### src/design/acm_pkg.sv
// ----------------------------------------------------------------------------
// Crosspoint mixer package
// Field widths, request codes and the command word passed from front to back.
// ----------------------------------------------------------------------------
`default_nettype none

package acm_pkg;

  localparam int unsigned CFG_W        = 6;
  localparam int unsigned CH_W         = 5;
  localparam int unsigned SMP_W        = 24;
  localparam int unsigned IDX_W        = 10;
  localparam int unsigned ACC_W        = 29;
  localparam int unsigned RESULT_LIMIT = 32;
  localparam int unsigned QUEUE_DEPTH  = 2;

  localparam logic [CFG_W-1:0] CFG_RESET = 6'd8;

  typedef enum logic [1:0] {
    REQ_SAMPLE = 2'd0,
    REQ_WRITE  = 2'd1,
    REQ_READ   = 2'd2
  } req_e;

  typedef struct packed {
    req_e                     op;
    logic [IDX_W-1:0]         addr;
    logic                     route_on;
    logic                     in_range;
    logic                     ch_ok;
    logic                     last;
    logic signed [SMP_W-1:0]  sample;
  } cmd_t;

endpackage

`default_nettype wire

### src/design/acm_front.sv
// ----------------------------------------------------------------------------
// Crosspoint mixer front end
// Accepts request words, range-checks them against the channel count and
// pushes a command for every request that needs the back end.
// ----------------------------------------------------------------------------
`default_nettype none

module acm_front (
  input  logic                       in_valid_i,
  output logic                       in_stall_o,
  input  logic [1:0]                 req_type_i,
  input  logic [acm_pkg::CH_W-1:0]   channel_i,
  input  logic signed [acm_pkg::SMP_W-1:0] sample_value_i,
  input  logic                       last_in_frame_i,
  input  logic [acm_pkg::IDX_W-1:0]  route_index_i,
  input  logic                       route_on_i,
  input  logic [acm_pkg::CFG_W-1:0]  n_i,
  input  logic                       init_done_i,
  input  logic                       q_full_i,
  output logic                       q_push_o,
  output acm_pkg::cmd_t              q_cmd_o
);
  import acm_pkg::*;

  logic                   accept;
  logic                   ch_ok;
  logic                   in_range;
  logic [CH_W+CFG_W-1:0]  base;
  logic [CH_W+CFG_W-1:0]  lim;

  assign in_stall_o = !init_done_i || q_full_i;
  assign accept     = in_valid_i && !in_stall_o;

  always_comb begin
    ch_ok    = {1'b0, channel_i} < n_i;
    base     = {{CFG_W{1'b0}}, channel_i} * {{CH_W{1'b0}}, n_i};
    lim      = {{CH_W{1'b0}}, n_i} * {{CH_W{1'b0}}, n_i};
    in_range = {{(CH_W+CFG_W-IDX_W){1'b0}}, route_index_i} < lim;

    q_cmd_o.op       = req_e'(req_type_i);
    q_cmd_o.addr     = route_index_i;
    q_cmd_o.route_on = route_on_i;
    q_cmd_o.in_range = in_range;
    q_cmd_o.ch_ok    = ch_ok;
    q_cmd_o.last     = last_in_frame_i;
    q_cmd_o.sample   = sample_value_i;
    q_push_o         = 1'b0;

    unique case (req_type_i) inside
      REQ_SAMPLE: begin
        q_cmd_o.addr = base[IDX_W-1:0];
        q_push_o     = accept;
      end
      REQ_READ: begin
        q_push_o = accept;
      end
      REQ_WRITE: begin
        q_push_o = accept && in_range;
      end
      default: begin
        q_push_o = 1'b0;
      end
    endcase
  end

endmodule

`default_nettype wire

### src/design/acm_queue.sv
// ----------------------------------------------------------------------------
// Crosspoint mixer command queue
// Short register queue that decouples the front end from the back end.
// ----------------------------------------------------------------------------
`default_nettype none

module acm_queue (
  input  logic          clk_i,
  input  logic          rst_ni,
  input  logic          push_i,
  input  acm_pkg::cmd_t cmd_i,
  output logic          full_o,
  output logic          valid_o,
  input  logic          pop_i,
  output acm_pkg::cmd_t cmd_o
);
  import acm_pkg::*;

  localparam int unsigned PTR_W = $clog2(QUEUE_DEPTH);
  localparam int unsigned CNT_W = $clog2(QUEUE_DEPTH + 1);

  cmd_t             entry_q [QUEUE_DEPTH];
  logic [PTR_W-1:0] wp_q, wp_d;
  logic [PTR_W-1:0] rp_q, rp_d;
  logic [CNT_W-1:0] cnt_q, cnt_d;

  assign full_o  = cnt_q == CNT_W'(QUEUE_DEPTH);
  assign valid_o = cnt_q != '0;
  assign cmd_o   = entry_q[rp_q];

  always_comb begin
    wp_d  = push_i ? wp_q + PTR_W'(1) : wp_q;
    rp_d  = pop_i ? rp_q + PTR_W'(1) : rp_q;
    cnt_d = cnt_q + CNT_W'(push_i) - CNT_W'(pop_i);
  end

  always_ff @(posedge clk_i or negedge rst_ni) begin
    if (!rst_ni) begin
      wp_q  <= '0;
      rp_q  <= '0;
      cnt_q <= '0;
    end else begin
      wp_q  <= wp_d;
      rp_q  <= rp_d;
      cnt_q <= cnt_d;
    end
  end

  always_ff @(posedge clk_i) begin
    if (push_i) begin
      entry_q[wp_q] <= cmd_i;
    end
  end

endmodule

`default_nettype wire

### src/design/acm_back.sv
// ----------------------------------------------------------------------------
// Crosspoint mixer back end
// Holds the route bit memory and the output accumulators, runs the sample
// sweep, the frame emit and the route reads, and drives the output register.
// ----------------------------------------------------------------------------
`default_nettype none

module acm_back #(
  parameter int unsigned NMAX = 32
) (
  input  logic                              clk_i,
  input  logic                              rst_ni,
  input  logic [acm_pkg::CFG_W-1:0]         n_i,
  input  logic                              q_valid_i,
  input  acm_pkg::cmd_t                     q_cmd_i,
  output logic                              q_pop_o,
  output logic                              init_done_o,
  output logic                              out_valid_o,
  input  logic                              out_stall_i,
  output logic [acm_pkg::CH_W-1:0]          out_channel_o,
  output logic signed [acm_pkg::SMP_W-1:0]  mix_value_o,
  output logic                              route_bit_o,
  output logic                              last_of_run_o
);
  import acm_pkg::*;

  localparam int unsigned DEPTH  = NMAX * NMAX;
  localparam int unsigned ADDR_W = $clog2(DEPTH);
  localparam int unsigned AIW    = $clog2(NMAX);

  typedef enum logic [5:0] {
    S_CLEAR  = 6'b000001,
    S_IDLE   = 6'b000010,
    S_SAMPLE = 6'b000100,
    S_DRAIN  = 6'b001000,
    S_EMIT   = 6'b010000,
    S_READ   = 6'b100000
  } state_e;

  state_e                   state_q, state_d;
  logic [CH_W-1:0]          o_q, o_d;
  logic [ADDR_W-1:0]        addr_q, addr_d;
  logic [ADDR_W-1:0]        clr_q, clr_d;
  logic                     last_q, last_d;
  logic signed [SMP_W-1:0]  smp_q, smp_d;
  logic                     hit_v_q, hit_v_d;
  logic [AIW-1:0]           hit_o_q, hit_o_d;
  logic                     rbit_ok_q, rbit_ok_d;
  logic                     rd_q;

  logic                     route_mem [DEPTH];
  logic                     mem_we, mem_wdata, mem_re;
  logic [ADDR_W-1:0]        mem_waddr, mem_raddr;

  logic signed [ACC_W-1:0]  acc_q [NMAX];
  logic [ACC_W:0]           acc_sum_w;
  logic signed [ACC_W-1:0]  acc_sum;
  logic signed [ACC_W-1:0]  acc_rd;
  logic                     acc_clr;

  logic                     out_valid_q, out_valid_d;
  logic [CH_W-1:0]          out_ch_q, ld_ch;
  logic signed [SMP_W-1:0]  out_mix_q, ld_mix;
  logic                     out_bit_q, ld_bit;
  logic                     out_last_q, ld_last;
  logic                     out_free, out_load;
  logic                     o_last;

  assign init_done_o   = state_q != S_CLEAR;
  assign out_valid_o   = out_valid_q;
  assign out_channel_o = out_ch_q;
  assign mix_value_o   = out_mix_q;
  assign route_bit_o   = out_bit_q;
  assign last_of_run_o = out_last_q;

  assign out_free = !out_valid_q || !out_stall_i;
  assign o_last   = {1'b0, o_q} == (n_i - CFG_W'(1));
  assign acc_rd   = acc_q[o_q[AIW-1:0]];

  always_comb begin
    acc_sum_w = {acc_q[hit_o_q][ACC_W-1], acc_q[hit_o_q]}
              + {{(ACC_W+1-SMP_W){smp_q[SMP_W-1]}}, smp_q};
    if (acc_sum_w[ACC_W] != acc_sum_w[ACC_W-1]) begin
      acc_sum = acc_sum_w[ACC_W] ? {1'b1, {(ACC_W-1){1'b0}}} : {1'b0, {(ACC_W-1){1'b1}}};
    end else begin
      acc_sum = acc_sum_w[ACC_W-1:0];
    end
  end

  always_comb begin
    state_d     = state_q;
    o_d         = o_q;
    addr_d      = addr_q;
    clr_d       = clr_q;
    last_d      = last_q;
    smp_d       = smp_q;
    hit_v_d     = 1'b0;
    hit_o_d     = hit_o_q;
    rbit_ok_d   = rbit_ok_q;
    mem_we      = 1'b0;
    mem_waddr   = addr_q;
    mem_wdata   = 1'b0;
    mem_re      = 1'b0;
    mem_raddr   = addr_q;
    q_pop_o     = 1'b0;
    acc_clr     = 1'b0;
    out_load    = 1'b0;
    ld_ch       = '0;
    ld_mix      = '0;
    ld_bit      = 1'b0;
    ld_last     = 1'b0;

    unique case (state_q)
      S_CLEAR: begin
        mem_we    = 1'b1;
        mem_waddr = clr_q;
        mem_wdata = (clr_q == '0) || (32'(clr_q) == 32'd9);
        clr_d     = clr_q + ADDR_W'(1);
        if (clr_q == ADDR_W'(DEPTH - 1)) begin
          state_d = S_IDLE;
        end
      end
      S_IDLE: begin
        if (q_valid_i) begin
          q_pop_o = 1'b1;
          case (q_cmd_i.op)
            REQ_WRITE: begin
              mem_we    = 1'b1;
              mem_waddr = ADDR_W'(q_cmd_i.addr);
              mem_wdata = q_cmd_i.route_on;
            end
            REQ_READ: begin
              mem_re    = q_cmd_i.in_range;
              mem_raddr = ADDR_W'(q_cmd_i.addr);
              rbit_ok_d = q_cmd_i.in_range;
              state_d   = S_READ;
            end
            REQ_SAMPLE: begin
              smp_d  = q_cmd_i.sample;
              last_d = q_cmd_i.last;
              o_d    = '0;
              addr_d = ADDR_W'(q_cmd_i.addr);
              if (q_cmd_i.ch_ok) begin
                state_d = S_SAMPLE;
              end else if (q_cmd_i.last) begin
                state_d = S_EMIT;
              end
            end
            default: begin
              state_d = S_IDLE;
            end
          endcase
        end
      end
      S_SAMPLE: begin
        mem_re  = 1'b1;
        hit_v_d = 1'b1;
        hit_o_d = o_q[AIW-1:0];
        addr_d  = addr_q + ADDR_W'(1);
        o_d     = o_q + CH_W'(1);
        if (o_last) begin
          o_d     = '0;
          state_d = last_q ? S_DRAIN : S_IDLE;
        end
      end
      S_DRAIN: begin
        state_d = S_EMIT;
      end
      S_EMIT: begin
        if (out_free) begin
          out_load = 1'b1;
          acc_clr  = 1'b1;
          ld_ch    = o_q;
          ld_last  = o_last;
          if (acc_rd[ACC_W-1:SMP_W-1] == '0 || acc_rd[ACC_W-1:SMP_W-1] == '1) begin
            ld_mix = acc_rd[SMP_W-1:0];
          end else begin
            ld_mix = acc_rd[ACC_W-1] ? {1'b1, {(SMP_W-1){1'b0}}} : {1'b0, {(SMP_W-1){1'b1}}};
          end
          o_d = o_q + CH_W'(1);
          if (o_last) begin
            o_d     = '0;
            state_d = S_IDLE;
          end
        end
      end
      S_READ: begin
        if (out_free) begin
          out_load = 1'b1;
          ld_bit   = rbit_ok_q && rd_q;
          ld_last  = 1'b1;
          state_d  = S_IDLE;
        end
      end
      default: begin
        state_d = S_IDLE;
      end
    endcase

    if (out_load) begin
      out_valid_d = 1'b1;
    end else if (!out_stall_i) begin
      out_valid_d = 1'b0;
    end else begin
      out_valid_d = out_valid_q;
    end
  end

  always_ff @(posedge clk_i or negedge rst_ni) begin
    if (!rst_ni) begin
      state_q     <= S_CLEAR;
      o_q         <= '0;
      addr_q      <= '0;
      clr_q       <= '0;
      last_q      <= 1'b0;
      hit_v_q     <= 1'b0;
      hit_o_q     <= '0;
      rbit_ok_q   <= 1'b0;
      out_valid_q <= 1'b0;
    end else begin
      state_q     <= state_d;
      o_q         <= o_d;
      addr_q      <= addr_d;
      clr_q       <= clr_d;
      last_q      <= last_d;
      hit_v_q     <= hit_v_d;
      hit_o_q     <= hit_o_d;
      rbit_ok_q   <= rbit_ok_d;
      out_valid_q <= out_valid_d;
    end
  end

  always_ff @(posedge clk_i) begin
    smp_q <= smp_d;
    if (out_load) begin
      out_ch_q   <= ld_ch;
      out_mix_q  <= ld_mix;
      out_bit_q  <= ld_bit;
      out_last_q <= ld_last;
    end
  end

  always_ff @(posedge clk_i) begin
    if (mem_we) begin
      route_mem[mem_waddr] <= mem_wdata;
    end
    if (mem_re) begin
      rd_q <= route_mem[mem_raddr];
    end
  end

  always_ff @(posedge clk_i or negedge rst_ni) begin
    if (!rst_ni) begin
      acc_q <= '{default: '0};
    end else begin
      if (hit_v_q && rd_q) begin
        acc_q[hit_o_q] <= acc_sum;
      end
      if (acc_clr) begin
        acc_q[o_q[AIW-1:0]] <= '0;
      end
    end
  end

  a_no_acc_during_emit : assert property (@(posedge clk_i) disable iff (!rst_ni)
    hit_v_q |-> state_q != S_EMIT)
    else $error("accumulate still pending while emitting");

  a_quiet_during_clear : assert property (@(posedge clk_i) disable iff (!rst_ni)
    state_q == S_CLEAR |-> !out_valid_q && !q_pop_o)
    else $error("activity during route clear");

  a_clear_complete : assert property (@(posedge clk_i) disable iff (!rst_ni)
    $rose(init_done_o) |-> $past(clr_q) == ADDR_W'(DEPTH - 1))
    else $error("route clear ended early");

endmodule

`default_nettype wire

### src/design/audio_crosspoint_mixer.sv
// ----------------------------------------------------------------------------
// Audio crosspoint mixer
// Flow: a route read passes the command queue, a route memory read and the
// output register; a sample sweeps its input's N crosspoints on the single read
// port, and a frame end adds a drain state and an emit of N words, one per
// output channel. The back end takes a new sample only after the sweep ends.
// Reset: a clear of all min(MAX_CHANNELS,32)^2 route memory entries (1024 at
// default) runs with in_stall_o high; routes 0->0 and 1->1 come up on.
// ----------------------------------------------------------------------------
`default_nettype none

module audio_crosspoint_mixer #(
  parameter int unsigned MAX_CHANNELS = 32
) (
  input  logic                              clk_i,
  input  logic                              rst_ni,
  input  logic                              cfg_we_i,
  input  logic [acm_pkg::CFG_W-1:0]         cfg_wdata_i,
  input  logic                              in_valid_i,
  output logic                              in_stall_o,
  input  logic [1:0]                        req_type_i,
  input  logic [acm_pkg::CH_W-1:0]          channel_i,
  input  logic signed [acm_pkg::SMP_W-1:0]  sample_value_i,
  input  logic                              last_in_frame_i,
  input  logic [acm_pkg::IDX_W-1:0]         route_index_i,
  input  logic                              route_on_i,
  output logic                              out_valid_o,
  input  logic                              out_stall_i,
  output logic [acm_pkg::CH_W-1:0]          out_channel_o,
  output logic signed [acm_pkg::SMP_W-1:0]  mix_value_o,
  output logic                              route_bit_o,
  output logic                              last_of_run_o
);
  import acm_pkg::*;

  localparam int unsigned NMAX = (MAX_CHANNELS < RESULT_LIMIT) ? MAX_CHANNELS : RESULT_LIMIT;

  logic [CFG_W-1:0] num_channels_q;
  logic [CFG_W-1:0] n;
  logic             init_done;
  logic             q_full, q_push, q_valid, q_pop;
  cmd_t             push_cmd, pop_cmd;

  always_ff @(posedge clk_i or negedge rst_ni) begin
    if (!rst_ni) begin
      num_channels_q <= CFG_RESET;
    end else if (cfg_we_i) begin
      num_channels_q <= cfg_wdata_i;
    end
  end

  always_comb begin
    if (num_channels_q == '0) begin
      n = CFG_W'(1);
    end else if (num_channels_q > CFG_W'(NMAX)) begin
      n = CFG_W'(NMAX);
    end else begin
      n = num_channels_q;
    end
  end

  acm_front u_front (
    .in_valid_i      (in_valid_i),
    .in_stall_o      (in_stall_o),
    .req_type_i      (req_type_i),
    .channel_i       (channel_i),
    .sample_value_i  (sample_value_i),
    .last_in_frame_i (last_in_frame_i),
    .route_index_i   (route_index_i),
    .route_on_i      (route_on_i),
    .n_i             (n),
    .init_done_i     (init_done),
    .q_full_i        (q_full),
    .q_push_o        (q_push),
    .q_cmd_o         (push_cmd)
  );

  acm_queue u_queue (
    .clk_i   (clk_i),
    .rst_ni  (rst_ni),
    .push_i  (q_push),
    .cmd_i   (push_cmd),
    .full_o  (q_full),
    .valid_o (q_valid),
    .pop_i   (q_pop),
    .cmd_o   (pop_cmd)
  );

  acm_back #(
    .NMAX (NMAX)
  ) u_back (
    .clk_i         (clk_i),
    .rst_ni        (rst_ni),
    .n_i           (n),
    .q_valid_i     (q_valid),
    .q_cmd_i       (pop_cmd),
    .q_pop_o       (q_pop),
    .init_done_o   (init_done),
    .out_valid_o   (out_valid_o),
    .out_stall_i   (out_stall_i),
    .out_channel_o (out_channel_o),
    .mix_value_o   (mix_value_o),
    .route_bit_o   (route_bit_o),
    .last_of_run_o (last_of_run_o)
  );

endmodule

`default_nettype wire
### config.mk
export PLATFORM = sky130hd
export DESIGN_NAME = audio_crosspoint_mixer
export DESIGN_NICKNAME = d
export VERILOG_FILES = /design/src/design/acm_pkg.sv /design/src/design/acm_front.sv /design/src/design/acm_queue.sv /design/src/design/acm_back.sv /design/src/design/audio_crosspoint_mixer.sv
export SDC_FILE = /design/constraint.sdc
export NUM_CORES = 2
export LEC_CHECK = 0
export BUFFER_PORTS_ARGS = -buffer_cell sky130_fd_sc_hd__buf_2
export CAP_MARGIN = 25
export CORE_UTILIZATION = 48
export CTS_CLUSTER_DIAMETER = 50
export DETAILED_ROUTE_END_ITERATION = 8
export GPL_ROUTABILITY_DRIVEN = 0
export RECOVER_POWER = 25
export SLEW_MARGIN = 0
export SYNTH_ARGS = -nofsm -noshare
export SYNTH_HDL_FRONTEND = slang
export SYNTH_SLANG_ARGS = --single-unit
### constraint.sdc
create_clock -name clk_i -period 68.2 [get_ports clk_i]
set_clock_uncertainty 0.2 [all_clocks]
set_input_delay 10.23 -clock clk_i [delete_from_list [all_inputs] [get_ports clk_i]]
set_output_delay 10.23 -clock clk_i [all_outputs]
set_load 0.005 [all_outputs]
==> summary.md <==
| Metric | Value |
|---|---|
| Status | `finished with violations` |
| Failing checks | `max-capacitance violations, max-slew violations` |
| WS Path Type | `register to register` |
| R2R Setup Slk | `around 51 ns` |
| Post-Syn Area | `about 110000 um2` |
| Sw power | `2.42 mW` |
| Min-delay src | `u_back.last_q$_DFFE_PN0P_` |
| Clock network power share | `0.258` |
| Clk sink count | `2138` |
| Area leader, netlist | `edfxtp_1` |
| Hold depth | `2` |
| Crit end category | `register` |
| Synth Register Bits | `2138` |
| EDFF count, synth | `~1200` |
| Starting Density | `0.485` |
| Gate Count Post-Synth | `about 9500` |
| CP required | `68.60 ns` |
| Number of CTS-inserted buffers | `275` |
| GRT Overall Usage | `0.333` |
| Hold Path Sink | `u_back.state_q[3]$_DFFE_PN0P_` |
| Starting DRT DRC Count | `11200` |
| Largest net degree at the start of global routing | `306` |
| CP startpoint kind | `register` |
| VDD IR max | `0.150 mV` |
| Port bufs | `86` |
| Worst reg2reg endpoint | `u_back.route_mem[110]$_DFFE_PP_` |
| Ports | `87` |
| Largest cells by area after synthesis | `edfxtp_1 33%, dfrtp_1 23%, mux4_2 9.9%` |
| Top-count cell post-synth | `nor2_1` |
| Area growth syn-to-layout | `11.3%` |
| Clk slew on worst S/H paths | `0.06 ns` |
| Die width | `471 um` |
| CTS tree | `done` |
| Worst r2r path cells | `7` |
| Reg power frac | `0.290` |
| Die Y | `471 um` |
| Post-synth ARST share | `0.457` |
| Later-pin clock latency in the skew report | `0.95 ns` |
| Core area | `~220000 um2` |
| Final hold violations | `0` |
| Setup ws final | `about 51 ns` |
| Share of the synthesized area in the top cell type | `0.329` |
| Sw Share | `0.451` |
| Unrepaired setup endpoints after global routing | `no` |
| Die area | `roughly 220000 um2` |
| Logic gate share of total power | `0.452` |
| # rows | `171` |
| HPWL after DPL | `~220000 um` |
| Distinct cells, synth | `94` |
| Avg Cell Area, Syn | `11.1 um2` |
| Initial antenna violation count | `10` |
| Layout cell share with drive strength beyond 1 | `0.145` |
| Worst hold path type | `register to register` |
| Nets@finish | `9421` |
| Crit path max fanout | `305` |
| Final TNS setup | `0 ns` |
| Hold Worst Slack | `0.275 ns` |
| Via count | `82800` |
| Global-route wire length before repair | `between 500000 and 600000 um` |
| Peak Freq | `59.4 MHz` |
| CTS Hold Bufs | `0` |
| Post-cts resize count | `0` |
| Slew headroom | `-6.66` |
| Vias in the first global route | `79400` |
| DRC | `0` |
| Synth cell count leaders | `1220 x nor2_1, 1160 x edfxtp_1, 1112 x nand2_1, 976 x dfrtp_1, 888 x a21oi_1` |
| Final Max Slew Viols | `1220` |
| Synth warnings | `0` |
| Clk root buf | `clkbuf_16` |
| Crit path arrival time | `between 15 and 20 ns` |
| GRT Residual Overflow | `0` |
| Wire per inst | `between 30 and 40 um` |
| Maximum clock path buffer count | `4` |
| Leakage power | `43.5 nW` |
| R2r startpoint | `u_queue.rp_q$_DFFE_PN0P_` |
| P_int | `2.96 mW` |
| Post-place setup slack | `53.39 ns` |
| Min Tclk post-route | `between 15 and 20 ns` |
| Vias/cell | `6.73` |
| CTS H-tree depth | `5` |
| Synth Flop Type | `edfxtp_1` |
| PD cells | `45.7 nW/um2` |
| Remaining antenna violation count | `0` |
| Setup bufs post-CTS | `0` |
| Fin crit share | `0.247` |
| Sequential fraction of the synthesis area | `0.561` |
| Tot Pwr | `~5.4 mW` |
| Final Setup Violations | `0` |
| Drt pass-1 iters | `9` |
| Aggregate routed wire length | `374000 um` |
| Finished Core Util | `0.540` |
| # Max-Cap Violations | `16` |
| Slew of the pin with the lowest slew margin | `11.49 ns` |
-- through the flow --
step,cell area (um2),instances
detailed placement,109000,11800
finish,118000,12300
floorplan,106000,9546
CTS,117000,12300
global route,118000,12300
global placement,108000,11800
-- worst max-delay path, stage by stage (launching register included) --
cell and delay (ns):
dfrtp_1 0.48, clkbuf_1 1.81, mux2i_1 0.62, o22ai_1 0.52
clkbuf_1 7.88, clkbuf_1 0.66, clkbuf_1 2.99, buf_4 1.04
-- final cells by class --
class | instances | area, um2
Timing Repair Buffer | 352 | 3070
Fill cell | 18600 | 100000
Tap cell | 2854 | 3570
Antenna cell | 6 | 15.0
Clock inverter | 105 | 967
Multi-Input combinational cell | 6433 | 43000
Sequential cell | 2138 | 59300
Clock buffer | 356 | 7530
Inverter | 60 | 225
-- cell usage in the layout, fill, tap and decap left out, drive strengths merged, types with 34 or more instances in the layout --
cell    synthesis  routed
edfxtp       1160    1160
nor2         1222    1222
a311oi         39      39
clkbuf        612     381
mux2i         142     142
mux2           55      55
a21oi         906     906
a22oi         146     146
and3          115     115
nand3         391     391
nor4           41      41
a21o           35      35
dfrtp         976     976
a221oi         61      61
mux4          464     464
buf           303     327
a22o           50      50
ha             87      87
o21ai         824     824
and2           34      34
inv            59      72
a211oi        150     150
clkinv          1      72
nor3           58      58
xnor2          46      46
a31oi          87      87
nand4          49      49
nand2        1114    1114
-- sequential cells by signal (all words and copies together), names as in the netlist, 2 cells and up --
name	count
u_back.route_mem	1024
u_back.acc_q	928
u_queue.entry_q	80
u_back.mix_value_o	24
u_back.smp_q	24
u_back.addr_q	10
u_back.clr_q	10
num_channels_q	6
u_back.state_q	6
u_back.hit_o_q	5
u_back.o_q	5
u_back.out_channel_o	5
u_queue.cnt_q	2
-- power by group through the flow --
| stage | logic, mW | clock network, mW | registers (mW) |
|---|---|---|---|
| final | 2.43 | 1.39 | 1.56 |
| after global routing | 2.54 | 1.45 | 1.57 |
| after CTS | 2.36 | 1.40 | 1.54 |
| after detailed placement | 2.36 | 0 | 1.56 |
| after global placement | 2.33 | 0 | 1.56 |
| after floorplan | 1.52 | 0 | 1.61 |
-- worst max-delay path by stage --
stage,startpoint,endpoint,cells past startpoint
floorplan,u_queue.rp_q$_DFFE_PN0P_,u_back.route_mem[0]$_DFFE_PP_,6
global route,u_queue.rp_q$_DFFE_PN0P_,u_back.route_mem[110]$_DFFE_PP_,7
finish,u_queue.rp_q$_DFFE_PN0P_,u_back.route_mem[110]$_DFFE_PP_,7
CTS,rst_ni,u_back.acc_q[338]$_DFF_PN0_,5
global placement,rst_ni,u_back.acc_q[62]$_DFF_PN0_,5
detailed placement,rst_ni,u_back.acc_q[33]$_DFF_PN0_,5
-- cell families (layout without fill, tap and decap cells) --
logic type	count (synthesis)	after routing	share of synthesized area
AND/OR/NAND/NOR	3109	3109	0.124
AO/OA/AOI/OAI	2487	2487	0.139
flip-flops	2138	2138	0.561
buffers and inverters	975	873	0.0382
multiplexers	661	661	0.118
adder cells (fa/ha/maj)	107	107	0.0141
XOR/XNOR	64	64	0.00530
other	2	11	0.0000710
-- layer usage --
metal | routed length, um | GRT usage | share of wire
met3 | 41400 | 0.0817 | 0.11
met1 | 140000 | 0.436 | 0.37
met2 | 173000 | 0.519 | 0.46
met4 | 19700 | 0.161 | 0.053
met5 | 47 | 0 | 0.00013
Power figures use the tool's default switching activity.
